### config.mk
export PLATFORM = sky130hd
export DESIGN_NAME = image_crc32_checker_top_flat
export DESIGN_NICKNAME = d
export VERILOG_FILES = /design/src/rtl/icrc_pkg.sv /design/src/rtl/icrc_if.sv /design/src/rtl/image_crc32_checker_top.sv /design/src/flat_wrapper.sv
export SDC_FILE = /design/constraint.sdc
export NUM_CORES = 1
export LEC_CHECK = 0
export BUFFER_PORTS_ARGS = -buffer_cell sky130_fd_sc_hd__buf_2
export CAP_MARGIN = 20
export CELL_PAD_IN_SITES_DETAIL_PLACEMENT = 0
export CELL_PAD_IN_SITES_GLOBAL_PLACEMENT = 1
export CORE_ASPECT_RATIO = 0.9
export CORE_MARGIN = 4
export CORE_UTILIZATION = 40
export DETAILED_ROUTE_END_ITERATION = 6
export GPL_TIMING_DRIVEN = 0
export PLACE_DENSITY = 0.77
export SYNTH_ARGS = -nofsm -noshare
export SYNTH_HDL_FRONTEND = slang
export SYNTH_SLANG_ARGS = --single-unit
### constraint.sdc
create_clock -name i_clk -period 5.6 [get_ports i_clk]
set_input_delay 0.84 -clock i_clk [delete_from_list [all_inputs] [get_ports i_clk]]
set_output_delay 0.84 -clock i_clk [all_outputs]
set_load 0.02 [all_outputs]
### src/rtl/icrc_pkg.sv
`timescale 1ns / 1ps
// ----------------------------------------------------------------------------
// icrc_pkg
// Shared constants, register indexes and the byte-wise CRC-32 update used by
// the image CRC checker.
// ----------------------------------------------------------------------------
package icrc_pkg;

    localparam int unsigned ADDR_BITS_DEF = 24;
    localparam int unsigned CFG_IDX_W     = 2;
    localparam int unsigned CFG_DATA_W    = 32;
    localparam int unsigned CRC_W         = 32;
    localparam int unsigned BYTE_W        = 8;

    localparam logic [CRC_W-1:0] CRC_SEED = 32'hFFFF_FFFF;
    localparam logic [CRC_W-1:0] CRC_POLY = 32'hEDB8_8320;

    typedef logic [CFG_IDX_W-1:0] t_cfg_idx;

    localparam t_cfg_idx REG_IMAGE_BYTES    = 2'd0;
    localparam t_cfg_idx REG_EXPECTED_CRC   = 2'd1;
    localparam t_cfg_idx REG_DEBUG_SUPPRESS = 2'd2;

    // Reflected CRC-32 over one byte, LSB first. Equivalent to the usual
    // 256-entry table whose entry 1 is 0x77073096.
    function automatic logic [CRC_W-1:0] crc32_byte(
        input logic [CRC_W-1:0]  crc_in,
        input logic [BYTE_W-1:0] data
    );
        logic [CRC_W-1:0] c;
        c = crc_in ^ {{(CRC_W-BYTE_W){1'b0}}, data};
        for (int b = 0; b < BYTE_W; b++) begin
            if (c[0]) begin
                c = (c >> 1) ^ CRC_POLY;
            end else begin
                c = c >> 1;
            end
        end
        return c;
    endfunction

endpackage

### src/rtl/icrc_if.sv
`timescale 1ns / 1ps
// ----------------------------------------------------------------------------
// icrc interfaces
// Valid/ready channels of the image CRC checker: image bytes in, pass
// results out, and configuration register writes.
// ----------------------------------------------------------------------------
interface icrc_byte_if;
    logic                        valid;
    logic                        ready;
    logic [icrc_pkg::BYTE_W-1:0] code_byte;

    modport source (output valid, output code_byte, input ready);
    modport sink   (input valid, input code_byte, output ready);
endinterface

interface icrc_result_if;
    logic                       valid;
    logic                       ready;
    logic [icrc_pkg::CRC_W-1:0] final_crc;
    logic                       crc_match;
    logic                       fault;

    modport source (output valid, output final_crc, output crc_match, output fault,
                    input ready);
    modport sink   (input valid, input final_crc, input crc_match, input fault,
                    output ready);
endinterface

interface icrc_cfg_if;
    logic                            valid;
    logic                            ready;
    logic [icrc_pkg::CFG_IDX_W-1:0]  reg_index;
    logic [icrc_pkg::CFG_DATA_W-1:0] wr_data;

    modport source (output valid, output reg_index, output wr_data, input ready);
    modport sink   (input valid, input reg_index, input wr_data, output ready);
endinterface

### src/rtl/image_crc32_checker_top.sv
`timescale 1ns / 1ps
// ----------------------------------------------------------------------------
// image_crc32_checker_top
// Streaming reflected CRC-32 check of a code image against a stored value.
// ----------------------------------------------------------------------------
//  Port           Dir  Carries
//  i_byte         in   one image byte per transaction (code_byte)
//  o_result       out  final_crc, crc_match, fault at the end of each pass
//  i_cfg          in   register writes: image_bytes, expected_crc,
//                      debug_suppress
//
//  One byte is taken every cycle unless the input stalls; the byte-wise
//  CRC update is combinational. A result appears in the cycle after the
//  last byte of a pass. Reset is synchronous and active low. The input
//  stalls only while a finished result is held in the output register
//  and the sink is not ready. Configuration writes are always accepted.
// ----------------------------------------------------------------------------
module image_crc32_checker_top #(
    parameter int unsigned ADDR_BITS = icrc_pkg::ADDR_BITS_DEF
) (
    input  logic         i_clk,
    input  logic         i_rst_n,
    icrc_byte_if.sink    i_byte,
    icrc_result_if.source o_result,
    icrc_cfg_if.sink     i_cfg
);
    import icrc_pkg::*;

    logic [ADDR_BITS-1:0] r_image_bytes, n_image_bytes;
    logic [CRC_W-1:0]     r_expected_crc, n_expected_crc;
    logic                 r_debug_suppress, n_debug_suppress;
    logic [CRC_W-1:0]     r_crc, n_crc;
    logic [ADDR_BITS-1:0] r_remain, n_remain;
    logic                 r_out_valid, n_out_valid;
    logic [CRC_W-1:0]     r_final_crc, n_final_crc;
    logic                 r_match, n_match;
    logic                 r_fault, n_fault;

    logic                 byte_acc;
    logic                 cfg_acc;
    logic                 last_byte;
    logic [CRC_W-1:0]     crc_upd;

    assign i_cfg.ready  = 1'b1;
    assign cfg_acc      = i_cfg.valid;
    assign i_byte.ready = !r_out_valid || o_result.ready;
    assign byte_acc     = i_byte.valid && i_byte.ready;

    assign crc_upd   = crc32_byte(r_crc, i_byte.code_byte);
    // A count of zero behaves like one: every byte closes a pass.
    assign last_byte = !(r_remain > ADDR_BITS'(1));

    always_comb begin
        n_image_bytes    = r_image_bytes;
        n_expected_crc   = r_expected_crc;
        n_debug_suppress = r_debug_suppress;
        n_crc            = r_crc;
        n_remain         = r_remain;
        n_out_valid      = r_out_valid;
        n_final_crc      = r_final_crc;
        n_match          = r_match;
        n_fault          = r_fault;

        if (r_out_valid && o_result.ready) begin
            n_out_valid = 1'b0;
        end

        if (byte_acc) begin
            if (last_byte) begin
                n_out_valid = 1'b1;
                n_final_crc = crc_upd;
                n_match     = (crc_upd == r_expected_crc);
                n_fault     = (crc_upd != r_expected_crc) && !r_debug_suppress;
                n_crc       = CRC_SEED;
                n_remain    = r_image_bytes;
            end else begin
                n_crc    = crc_upd;
                n_remain = r_remain - ADDR_BITS'(1);
            end
        end

        // Writing the length restarts the pass with the new count.
        if (cfg_acc) begin
            case (i_cfg.reg_index)
                REG_IMAGE_BYTES: begin
                    n_image_bytes = i_cfg.wr_data[ADDR_BITS-1:0];
                    n_crc         = CRC_SEED;
                    n_remain      = i_cfg.wr_data[ADDR_BITS-1:0];
                end
                REG_EXPECTED_CRC: begin
                    n_expected_crc = i_cfg.wr_data[CRC_W-1:0];
                end
                REG_DEBUG_SUPPRESS: begin
                    n_debug_suppress = i_cfg.wr_data[0];
                end
                default: begin
                end
            endcase
        end
    end

    always_ff @(posedge i_clk) begin
        if (!i_rst_n) begin
            r_image_bytes    <= ADDR_BITS'(1);
            r_expected_crc   <= '0;
            r_debug_suppress <= 1'b0;
            r_crc            <= CRC_SEED;
            r_remain         <= ADDR_BITS'(1);
            r_out_valid      <= 1'b0;
        end else begin
            r_image_bytes    <= n_image_bytes;
            r_expected_crc   <= n_expected_crc;
            r_debug_suppress <= n_debug_suppress;
            r_crc            <= n_crc;
            r_remain         <= n_remain;
            r_out_valid      <= n_out_valid;
        end
    end

    always_ff @(posedge i_clk) begin
        r_final_crc <= n_final_crc;
        r_match     <= n_match;
        r_fault     <= n_fault;
    end

    assign o_result.valid     = r_out_valid;
    assign o_result.final_crc = r_final_crc;
    assign o_result.crc_match = r_match;
    assign o_result.fault     = r_fault;

endmodule
### src/flat_wrapper.sv
// flat-port wrapper written by rule: the top's interface ports become plain ports
module image_crc32_checker_top_flat import icrc_pkg::*;
#(
    parameter int unsigned ADDR_BITS = icrc_pkg::ADDR_BITS_DEF
)
  (i_clk, i_rst_n, i_byte_valid, i_byte_code_byte, i_byte_ready, o_result_valid, o_result_final_crc, o_result_crc_match, o_result_fault, o_result_ready, i_cfg_valid, i_cfg_reg_index, i_cfg_wr_data, i_cfg_ready);
  icrc_byte_if i_byte_i ();
  icrc_result_if o_result_i ();
  icrc_cfg_if i_cfg_i ();
  input  logic i_clk;
  input  logic i_rst_n;
  input wire logic [$bits(i_byte_i.valid)-1:0] i_byte_valid;
  input wire logic [$bits(i_byte_i.code_byte)-1:0] i_byte_code_byte;
  output wire logic [$bits(i_byte_i.ready)-1:0] i_byte_ready;
  output wire logic [$bits(o_result_i.valid)-1:0] o_result_valid;
  output wire logic [$bits(o_result_i.final_crc)-1:0] o_result_final_crc;
  output wire logic [$bits(o_result_i.crc_match)-1:0] o_result_crc_match;
  output wire logic [$bits(o_result_i.fault)-1:0] o_result_fault;
  input wire logic [$bits(o_result_i.ready)-1:0] o_result_ready;
  input wire logic [$bits(i_cfg_i.valid)-1:0] i_cfg_valid;
  input wire logic [$bits(i_cfg_i.reg_index)-1:0] i_cfg_reg_index;
  input wire logic [$bits(i_cfg_i.wr_data)-1:0] i_cfg_wr_data;
  output wire logic [$bits(i_cfg_i.ready)-1:0] i_cfg_ready;
  assign i_byte_i.valid = i_byte_valid;
  assign i_byte_i.code_byte = i_byte_code_byte;
  assign i_byte_ready = i_byte_i.ready;
  assign o_result_valid = o_result_i.valid;
  assign o_result_final_crc = o_result_i.final_crc;
  assign o_result_crc_match = o_result_i.crc_match;
  assign o_result_fault = o_result_i.fault;
  assign o_result_i.ready = o_result_ready;
  assign i_cfg_i.valid = i_cfg_valid;
  assign i_cfg_i.reg_index = i_cfg_reg_index;
  assign i_cfg_i.wr_data = i_cfg_wr_data;
  assign i_cfg_ready = i_cfg_i.ready;
  image_crc32_checker_top #(.ADDR_BITS(ADDR_BITS)) u_core (.i_clk(i_clk), .i_rst_n(i_rst_n), .i_byte(i_byte_i), .o_result(o_result_i), .i_cfg(i_cfg_i));
endmodule
Word level (Yosys, flattened, before mapping)
Index checks and enable logic that the tools add are counted.

cells by class
  add/subtract/negate cells = 1
  order comparisons = 1
  equality and inequality tests = 4
  muxes and demuxes = 19
  bitwise gates (word level) = 10
  reductions and logical operators = 11

operator list
  cell                     number
  $mux W32                 12
  $not A13 Y14             8
  $mux W24                 4
  $eq A32 B32 Y1           1
  $ne A32 B32 Y1           1
  $xor A32 B8 Y32          1
  $gt A24 B1 Y1 const B    1
  $sub A24 B1 Y24 const B  1
  $reduce_and A2 Y1        4
  $logic_and A1 B1 Y1      3
  $mux W1                  3
  $eq A2 B1 Y1 const B     1
  $eq A2 B2 Y1 const B     1
  $logic_not A1 Y1         2
  $logic_not A2 Y1         1
  $logic_or A1 B1 Y1       1
  $not A1 Y1               1

word-level totals
  register bits after elaboration = 148
  input bits = 47
  output and inout bits = 37

Depth between registers and ports, before layout
Gate-level depths: netlist of the first run.

  depth after elaboration = 21
  gate-level depth with buffers = 10

Worst setup path after synthesis of the first run
Ideal clock, no wire load.

  kind = register -> register
  start = register u_core.r_remain[14]
  end = register u_core.r_remain[3]
  data arrival time = 3366 ps
  setup slack = 2117 ps
  stages on the path, launching flop included = 9
  buffers on the path = 2
  period minus slack after synthesis = 3483 ps
  cell sequence = dfxtp_1 > or4_1 > or3_1 > buf_2 > or4_4 > buf_6 > nor2_2 > nor3_1 > a32o_1

on the way
  longest elaborated chain between the ends = 5

RTL lines
  element                 RTL line                        RTL
  start, declared         image_crc32_checker_top.sv:33   logic [ADDR_BITS-1:0] r_remain, n_remain;
  start signal, assigned  image_crc32_checker_top.sv:115  r_remain <= n_remain;
  $gt A24 B1 Y1 *         image_crc32_checker_top.sv:51   assign last_byte = !(r_remain > ADDR_BITS'(1));
  $mux W24 *              image_crc32_checker_top.sv:69   if (last_byte) begin
  $mux W24 *              image_crc32_checker_top.sv:68   if (byte_acc) begin
  $mux W24                image_crc32_checker_top.sv:84   case (i_cfg.reg_index)
  $mux W24 *              image_crc32_checker_top.sv:83   if (cfg_acc) begin

Mark *: on every way between the ends. The rest lies on a longest branch, timed or not.
A chain may end at the register's enable or synchronous reset.

Final worst setup path of the first run
  start = register u_core.r_remain[0]
  end = register u_core.r_crc[23]

on the way
  longest elaborated chain between the ends = 5

RTL lines
  element               RTL line                        RTL
  $gt A24 B1 Y1 *       image_crc32_checker_top.sv:51
  $mux W32 *            image_crc32_checker_top.sv:69
  $mux W32 *            image_crc32_checker_top.sv:68
  $mux W32              image_crc32_checker_top.sv:84
  $mux W32 *            image_crc32_checker_top.sv:83
  end signal, assigned  image_crc32_checker_top.sv:114  r_crc <= n_crc;
  end, declared         image_crc32_checker_top.sv:32   logic [CRC_W-1:0] r_crc, n_crc;

Marked as above.

==> metrics, run 1 <==
Fin Hold WS roughly 0.45 ns; fmax between 200 and 300 MHz; DRC Markers 0; diode count 0; largest net degree at the start of global routing 29; Arr. time, crit path 3.77 ns; Placed Cells roughly 1100; final worst path period share 62.64%; initial core utilization between 40% and 50%; critical path launch point type flop; io pins 84; H-tree depth 4; Syn Area/Cell approximately 9 um^2; Vias 6113; final wirelength around 22000 um; #FFs+latches synth about 150; Hold Crit Class flop to flop; Synth async-reset ratio 0%; clock root buffer clkbuf_16; layout cells sized above 1 15.37%; RSZ-0062 raised after global routing no; max cap viols 0; vias in the first global route a little under 6000; CTS tree yes; Synth Instances a little over 800; first-pass GRT wire length 33130 um; final setup vio count 0; Die Span Y between 100 and 150 um; Worst EP required between 5 and 6 ns; post-CTS setup buffer count 0; First-pass DRT Iterations 5; Slew Viols, Final 0; hpwl dp 15810 um; Syn Std Cell Area approximately 7300 um^2; GRT Total Usage 21.50%; Worst Max-Slew Pin Slew just over 1 ns; Worst setup EP type flop; Top Metal Used met4; status complete, no violations; Met2 Routed Length roughly 9000 um; routability cong. ~0.89; Net Count, Synth 858; worst vdd ir between 200 and 250 uV; Final #Nets 960; filler instances approximately 1800; Num CTS Buffers 17; initial antenna violation count 0; Post-synth EDFFs 34; Yosys warnings 0; setup ws final 2.092 ns; Leakage Power 0.003310 uW; min Tclk post-route about 3.5 ns; wire length on met3 ~1400 um; R2R cell count 9; vias per inst 5.252; aggregate negative setup slack 0 ns; Die X ~150 um; Design Area, Final roughly 8600 um^2; Netlist cell types 63; Core ar. 17780 um^2; worst-path maximum fanout 10; Worst-Skew Late Latency 0.43 ns; WHS Path Cells 2; Top FF cell, synth dfxtp_1; DRT iter0 DRCs between 500 and 600; port bufs about 80; post-cts hold buffer count 0; clk buf depth 2; Post-Route M1 WL between 10000 and 15000 um; final global-route overflow total 0; Power Density around 520 nW/um^2; Wirelength per Cell approximately 18 um; post-placement cell area roughly 8000 um^2; Hold Violations, Final 0; site row count 46; antenna-violating nets left 0; clk sinks about 150; register area share after synthesis around 45%; Final Skew 0.009511 ns; area growth from synthesis to layout 18.28%; Resize count post-CTS 0; die area 20470 um^2; Crit Path Class flop to flop; non-filler cells, final ~1200; dpl ws ~2.0 ns; clock slew at reported path FFs 0.06 ns; Max-slew headroom between 30% and 40%
-- cell usage in the layout (no fill, tap or decap), types with 3 or more instances in the layout --
cell,Yosys,routed
nand2_1,185,185
mux2i_1,9,9
buf_2,4,86
nor4_1,8,8
dfxtp_1,114,114
clkbuf_1,37,39
o21ai_0,27,27
a31oi_1,7,7
o211ai_1,10,10
o31ai_1,5,5
edfxtp_1,34,34
xnor2_2,9,9
clkbuf_16,0,17
or3_1,4,4
nor3_1,9,9
nor2_1,27,27
xor2_2,3,3
nand3b_1,4,4
nor4_2,3,3
nand3_1,39,39
and3_1,4,4
a211oi_1,3,3
clkinv_2,0,3
a21oi_1,97,97
clkinv_1,0,4
xnor2_1,64,64
buf_6,3,3
xnor3_1,9,9
nand4_1,3,3
bufinv_16,0,4
inv_1,10,10
xor2_1,26,26
and2_1,9,9
-- cells by family (layout without fill, tap and decap cells) --
logic type                 count (synthesis)  count (layout)  share of synthesized area [%]
AOI/OAI and AO/OA                        169             169                          13.24
xor gates and xnor gates                 114             114                          17.39
adders and majority gates                  2               2                         0.3429
buffers and inverters                     58             173                          3.412
DFF                                      148             148                          45.27
muxes                                     10              10                          1.389
other                                      1               1                        0.05139
and+or+nand+nor                          307             307                          18.91
-- routing by layer --
layer	vias up	GRT usage, %
met5	-	0
met2	207	30.59
met1	2896	32.35
li1	2978	-
met4	0	6.250
met3	32	5.000
-- registers in the layout (all words and copies together), names as in the netlist --
| signal | cells |
|---|---|
| u_core.o_result.final_crc | 32 |
| u_core.r_crc | 32 |
| u_core.r_expected_crc | 32 |
| u_core.r_image_bytes | 24 |
| u_core.r_remain | 24 |
| u_core.o_result.crc_match | 1 |
| u_core.o_result.fault | 1 |
| u_core.o_result.valid | 1 |
| u_core.r_debug_suppress | 1 |
-- stage by stage --
step,util (%),total power [uW]
floorplan,-,2775
global placement,45.03,3256
detailed placement,45.17,3269
CTS,48.53,4467
global route,48.53,4692
finish,48.53,4474
-- final cells by class --
type	instances	area, um^2	area share [%]
Clock buffer	19	432.9	5.016
Buffer	47	207.7	2.406
Sequential cell	148	3303	38.27
Timing Repair Buffer	83	430.4	4.987
Inverter	11	41.29	0.4784
Tap cell	240	300.3	3.479
Clock inverter	13	165.2	1.914
Multi-Input combinational cell	603	3750	43.45
-- path summary, 6_finish.rpt --
kind | end | slack (ns) | from
worst max-delay path | u_core.r_crc[23]$_SDFF_PN1_ | 2.09 | u_core.r_remain[0]$_SDFF_PN1_
worst max register to register | u_core.r_crc[23]$_SDFF_PN1_ | 2.09 | u_core.r_remain[0]$_SDFF_PN1_
worst min-delay path | u_core.r_image_bytes[0]$_SDFFE_PN1P_ | 0.45 | u_core.r_image_bytes[0]$_SDFFE_PN1P_
worst min register to register | u_core.r_image_bytes[0]$_SDFFE_PN1P_ | 0.45 | u_core.r_image_bytes[0]$_SDFFE_PN1P_
-- worst max-delay path, stage by stage (launching register included) --
cell	delay (ns)
dfxtp_1	0.44
inv_1	0.07
ha_1	0.30
o2111ai_1	0.60
or4_4	0.25
buf_6	0.12
nor2_4	0.08
nor3_1	0.77
clkbuf_1	0.53
nand3_1	0.17
-- Yosys cell counts (3+ instances only) --
| cell | count | share of area (%) |
|---|---|---|
| or3_1 | 4 | 0.34 |
| o31ai_1 | 5 | 0.51 |
| buf_2 | 4 | 0.27 |
| nor4_2 | 3 | 0.51 |
| a31oi_1 | 7 | 0.60 |
| and3_1 | 4 | 0.34 |
| o21ai_0 | 27 | 1.9 |
| a21oi_1 | 97 | 6.7 |
| a211oi_1 | 3 | 0.31 |
| nand3_1 | 39 | 2.7 |
| xnor3_1 | 9 | 2.8 |
| buf_6 | 3 | 0.46 |
| edfxtp_1 | 34 | 14 |
| xnor2_1 | 64 | 7.7 |
| nor4_1 | 8 | 0.69 |
| clkbuf_1 | 37 | 1.9 |
| xor2_1 | 26 | 3.1 |
| o211ai_1 | 10 | 1.0 |
| nor3_1 | 9 | 0.62 |
| nand4_1 | 3 | 0.26 |
| mux2i_1 | 9 | 1.2 |
| xnor2_2 | 9 | 2.0 |
| nor2_1 | 27 | 1.4 |
| dfxtp_1 | 114 | 31 |
| nand2_1 | 185 | 9.5 |
| nand3b_1 | 4 | 0.41 |
| xor2_2 | 3 | 0.67 |
| and2_1 | 9 | 0.77 |
| inv_1 | 10 | 0.51 |
-- power breakdown --
part	switching (uW)	internal, uW
Combinational	1120	747
Clock	451	736
Sequential	101	1320
No activity file was read; power rests on OpenSTA's default activity.
==> run 2: changes to the inputs <==
--- a/config.mk
+++ b/config.mk
@@ -5,16 +5,17 @@
 export SDC_FILE = /design/constraint.sdc
 export NUM_CORES = 1
 export LEC_CHECK = 0
+export ABC_AREA = 1
 export BUFFER_PORTS_ARGS = -buffer_cell sky130_fd_sc_hd__buf_2
 export CAP_MARGIN = 20
 export CELL_PAD_IN_SITES_DETAIL_PLACEMENT = 0
 export CELL_PAD_IN_SITES_GLOBAL_PLACEMENT = 1
 export CORE_ASPECT_RATIO = 0.9
 export CORE_MARGIN = 4
-export CORE_UTILIZATION = 40
+export CORE_UTILIZATION = 38
 export DETAILED_ROUTE_END_ITERATION = 6
 export GPL_TIMING_DRIVEN = 0
-export PLACE_DENSITY = 0.77
+export PLACE_DENSITY = 0.8
 export SYNTH_ARGS = -nofsm -noshare
 export SYNTH_HDL_FRONTEND = slang
 export SYNTH_SLANG_ARGS = --single-unit
==> constraint.sdc (replaced) <==
create_clock -name i_clk -period 2.9 [get_ports i_clk]
set_input_delay 0.435 -clock i_clk [delete_from_list [all_inputs] [get_ports i_clk]]
set_output_delay 0.435 -clock i_clk [all_outputs]
set_load 0.02 [all_outputs]
==> metrics, run 2 <==
status complete, but fails checks; failing checks design-rule violations; routability cong. 0.9635; io pins 84; clk sinks roughly 150; #FFs+latches synth between 100 and 150; final global-route overflow total 0; Num CTS Buffers 17; Wirelength per Cell 17.20 um; first-pass GRT wire length 41540 um; Die X 160.6 um; Worst EP required 3.18 ns; most frequent cells after synthesis nand2_1 (404), nand3_1 (130), inv_1 (129), dfxtp_1 (114), o21ai_0 (86); vias per inst ~5.1; most common cell in the netlist nand2_1; antenna-violating nets left 0; GRT Total Usage between 20 and 25%; Yosys warnings 0; DRC Markers 17; Slew Viols, Final 0; RR Startpoint u_core.r_remain[0]$_SDFF_PN1_; First-pass DRT Iterations 7; dominant cell type by area after synthesis dfxtp_1; max cap viols 0; final wirelength between 20000 and 30000 um; Final Skew about 0.012 ns; Syn Std Cell Area 7965 um^2; fmax around 380 MHz; share of the synthesized area in the top cell type between 20% and 30%; most common cell after layout, fill and taps aside nand2_1; initial antenna violation count 0; Net Count, Synth between 1000 and 1500; H-tree depth 4; clock slew at reported path FFs 0.06 ns; Worst Max-Slew Pin Slew 0.8170 ns; largest net degree at the start of global routing 21; Critical R2R Capture u_core.r_crc[26]$_SDFF_PN1_; Syn Area/Cell 6.796 um^2; filler instances 2127; RSZ-0062 raised after global routing no; Worst setup EP type flop; Power Density just over 800 nW/um^2; port bufs between 80 and 90; final worst path period share between 90 and 100%; Synth async-reset ratio 0%; area growth from synthesis to layout 17.20%; Max-slew headroom 45.54%; Vias about 8000; Worst-Skew Late Latency roughly 0.43 ns; clock root buffer clkbuf_16; Hold Crit Class input port to flop; Die Span Y 145.4 um; worst-path maximum fanout 20; die area ~23000 um^2; vias in the first global route about 7500; min Tclk post-route 2.648 ns; ranking of synthesized cells by area dfxtp_1 (29%), nand2_1 (19%), edfxtp_1 (13%); Leakage Power ~0.0045 uW; diode count 0; Crit Path Class flop to flop; clk buf depth 2; final setup vio count 0; site row count just under 50; WHS Path Cells 3; post-cts hold buffer count 0; initial core utilization roughly two fifths; worst vdd ir around 430 uV; Synth Instances 1172; CTS tree yes; Hold Violations, Final 0; Post-synth EDFFs 34; hpwl dp a little over 20000 um; layout cells sized above 1 approximately 14%; R2R cell count 10; Top FF cell, synth dfxtp_1; Netlist cell types a little over 40; Hold Path Origin i_cfg_wr_data[4]; DRT iter0 DRCs roughly 700; register area share after synthesis 41.47%; Arr. time, crit path between 2 and 3 ns; Pwr Total just under 8000 uW; Core ar. around 20000 um^2; Final #Nets 1324; Hold Path Sink u_core.r_image_bytes[4]$_SDFFE_PN0P_; commonest cells after routing, fill and taps aside nand2_1 (404), nand3_1 (130), inv_1 (129); aggregate negative setup slack 0 ns; critical path launch point type flop; register-to-register setup slack ~0.25 ns
## run 2: worst max-delay path by stage
stage                                          start                         endpoint  slack [ns]  cells past startpoint
floorplan              u_core.r_remain[0]$_SDFF_PN1_      u_core.r_crc[19]$_SDFF_PN1_        0.69                      9
global placement       u_core.r_remain[0]$_SDFF_PN1_      u_core.r_crc[23]$_SDFF_PN1_       -0.13                      9
detailed placement               i_byte_code_byte[2]  u_core.o_result.fault$_DFFE_PP_        0.13                     15
CTS                    u_core.r_remain[0]$_SDFF_PN1_      u_core.r_crc[26]$_SDFF_PN1_        0.18                     10
global route        u_core.o_result.valid$_SDFF_PN0_      u_core.r_crc[12]$_SDFF_PN1_        0.02                     10
finish                 u_core.r_remain[0]$_SDFF_PN1_      u_core.r_crc[26]$_SDFF_PN1_        0.25                     10
## run 2: metrics by stage
stage / area, um^2 / setup WS [ns] / hold WS, ns / std cells / util, %
after floorplan: 7965 / 0.6880 / 0.4136 / 1172 / -
after global placement: 8726 / -0.1296 / 0.4282 / 1534 / 43.00
after detailed placement: 8753 / 0.1324 / 0.4304 / 1535 / 43.13
after CTS: 9329 / 0.1756 / 0.2796 / 1566 / 45.97
after global routing: 9335 / 0.01523 / 0.2932 / 1567 / 46.00
final: 9335 / 0.2522 / 0.2899 / 1567 / 46.00
## run 2: cells by family (layout without fill, tap and decap cells)
group                      after synthesis  count (layout)  synth area share, %
other                                    1               1              0.04708
DFF                                    148             148                41.47
AOI/OAI and AO/OA                      184             184                13.05
and+or+nand+nor                        652             653                35.82
adders and majority gates                2               2               0.3141
buffers and inverters                  182             296                8.969
xor gates and xnor gates                 3               3               0.3299
## run 2: routing by layer
layer	track usage (%)	share of wire, %
met5	0	0
met4	7.957	3.2
met3	3.965	6.3
met2	38.50	47
met1	30.01	44
## run 2: critical path, stage by stage, from the launching register on
cell and delay, ns:
dfxtp_1 0.39, inv_1 0.08, ha_1 0.24, o21ai_1 0.27, nor3_2 0.10, nand3b_4 0.21, nor2_4 0.16, buf_16 0.22
nor2_2 0.32, buf_2 0.35, o211ai_1 0.15
## run 2: cell type report
type                            instances  area, um^2  area share (%)
Inverter                              146       555.5           5.951
Sequential cell                       148        3303           35.38
Multi-Input combinational cell        843        3954           42.35
Buffer                                 36       158.9           1.702
Clock buffer                           24       503.0           5.388
Clock inverter                          7       72.57          0.7774
Timing Repair Buffer                   83       437.9           4.691
Tap cell                              280       350.3           3.753
## run 2: power by group
part           switching (uW)  internal, uW  total, uW
Combinational            2070           880       2950
Sequential                170          2450       2620
Clock                     886          1300       2180
## run 2: repair_timing
action | 4_1_cts | 5_1_grt
buffers inserted | 0 | 0
setup endpoints to repair | 0 | 2
endpoints found under the hold margin | 0 | 0
resized for setup | 0 | 1
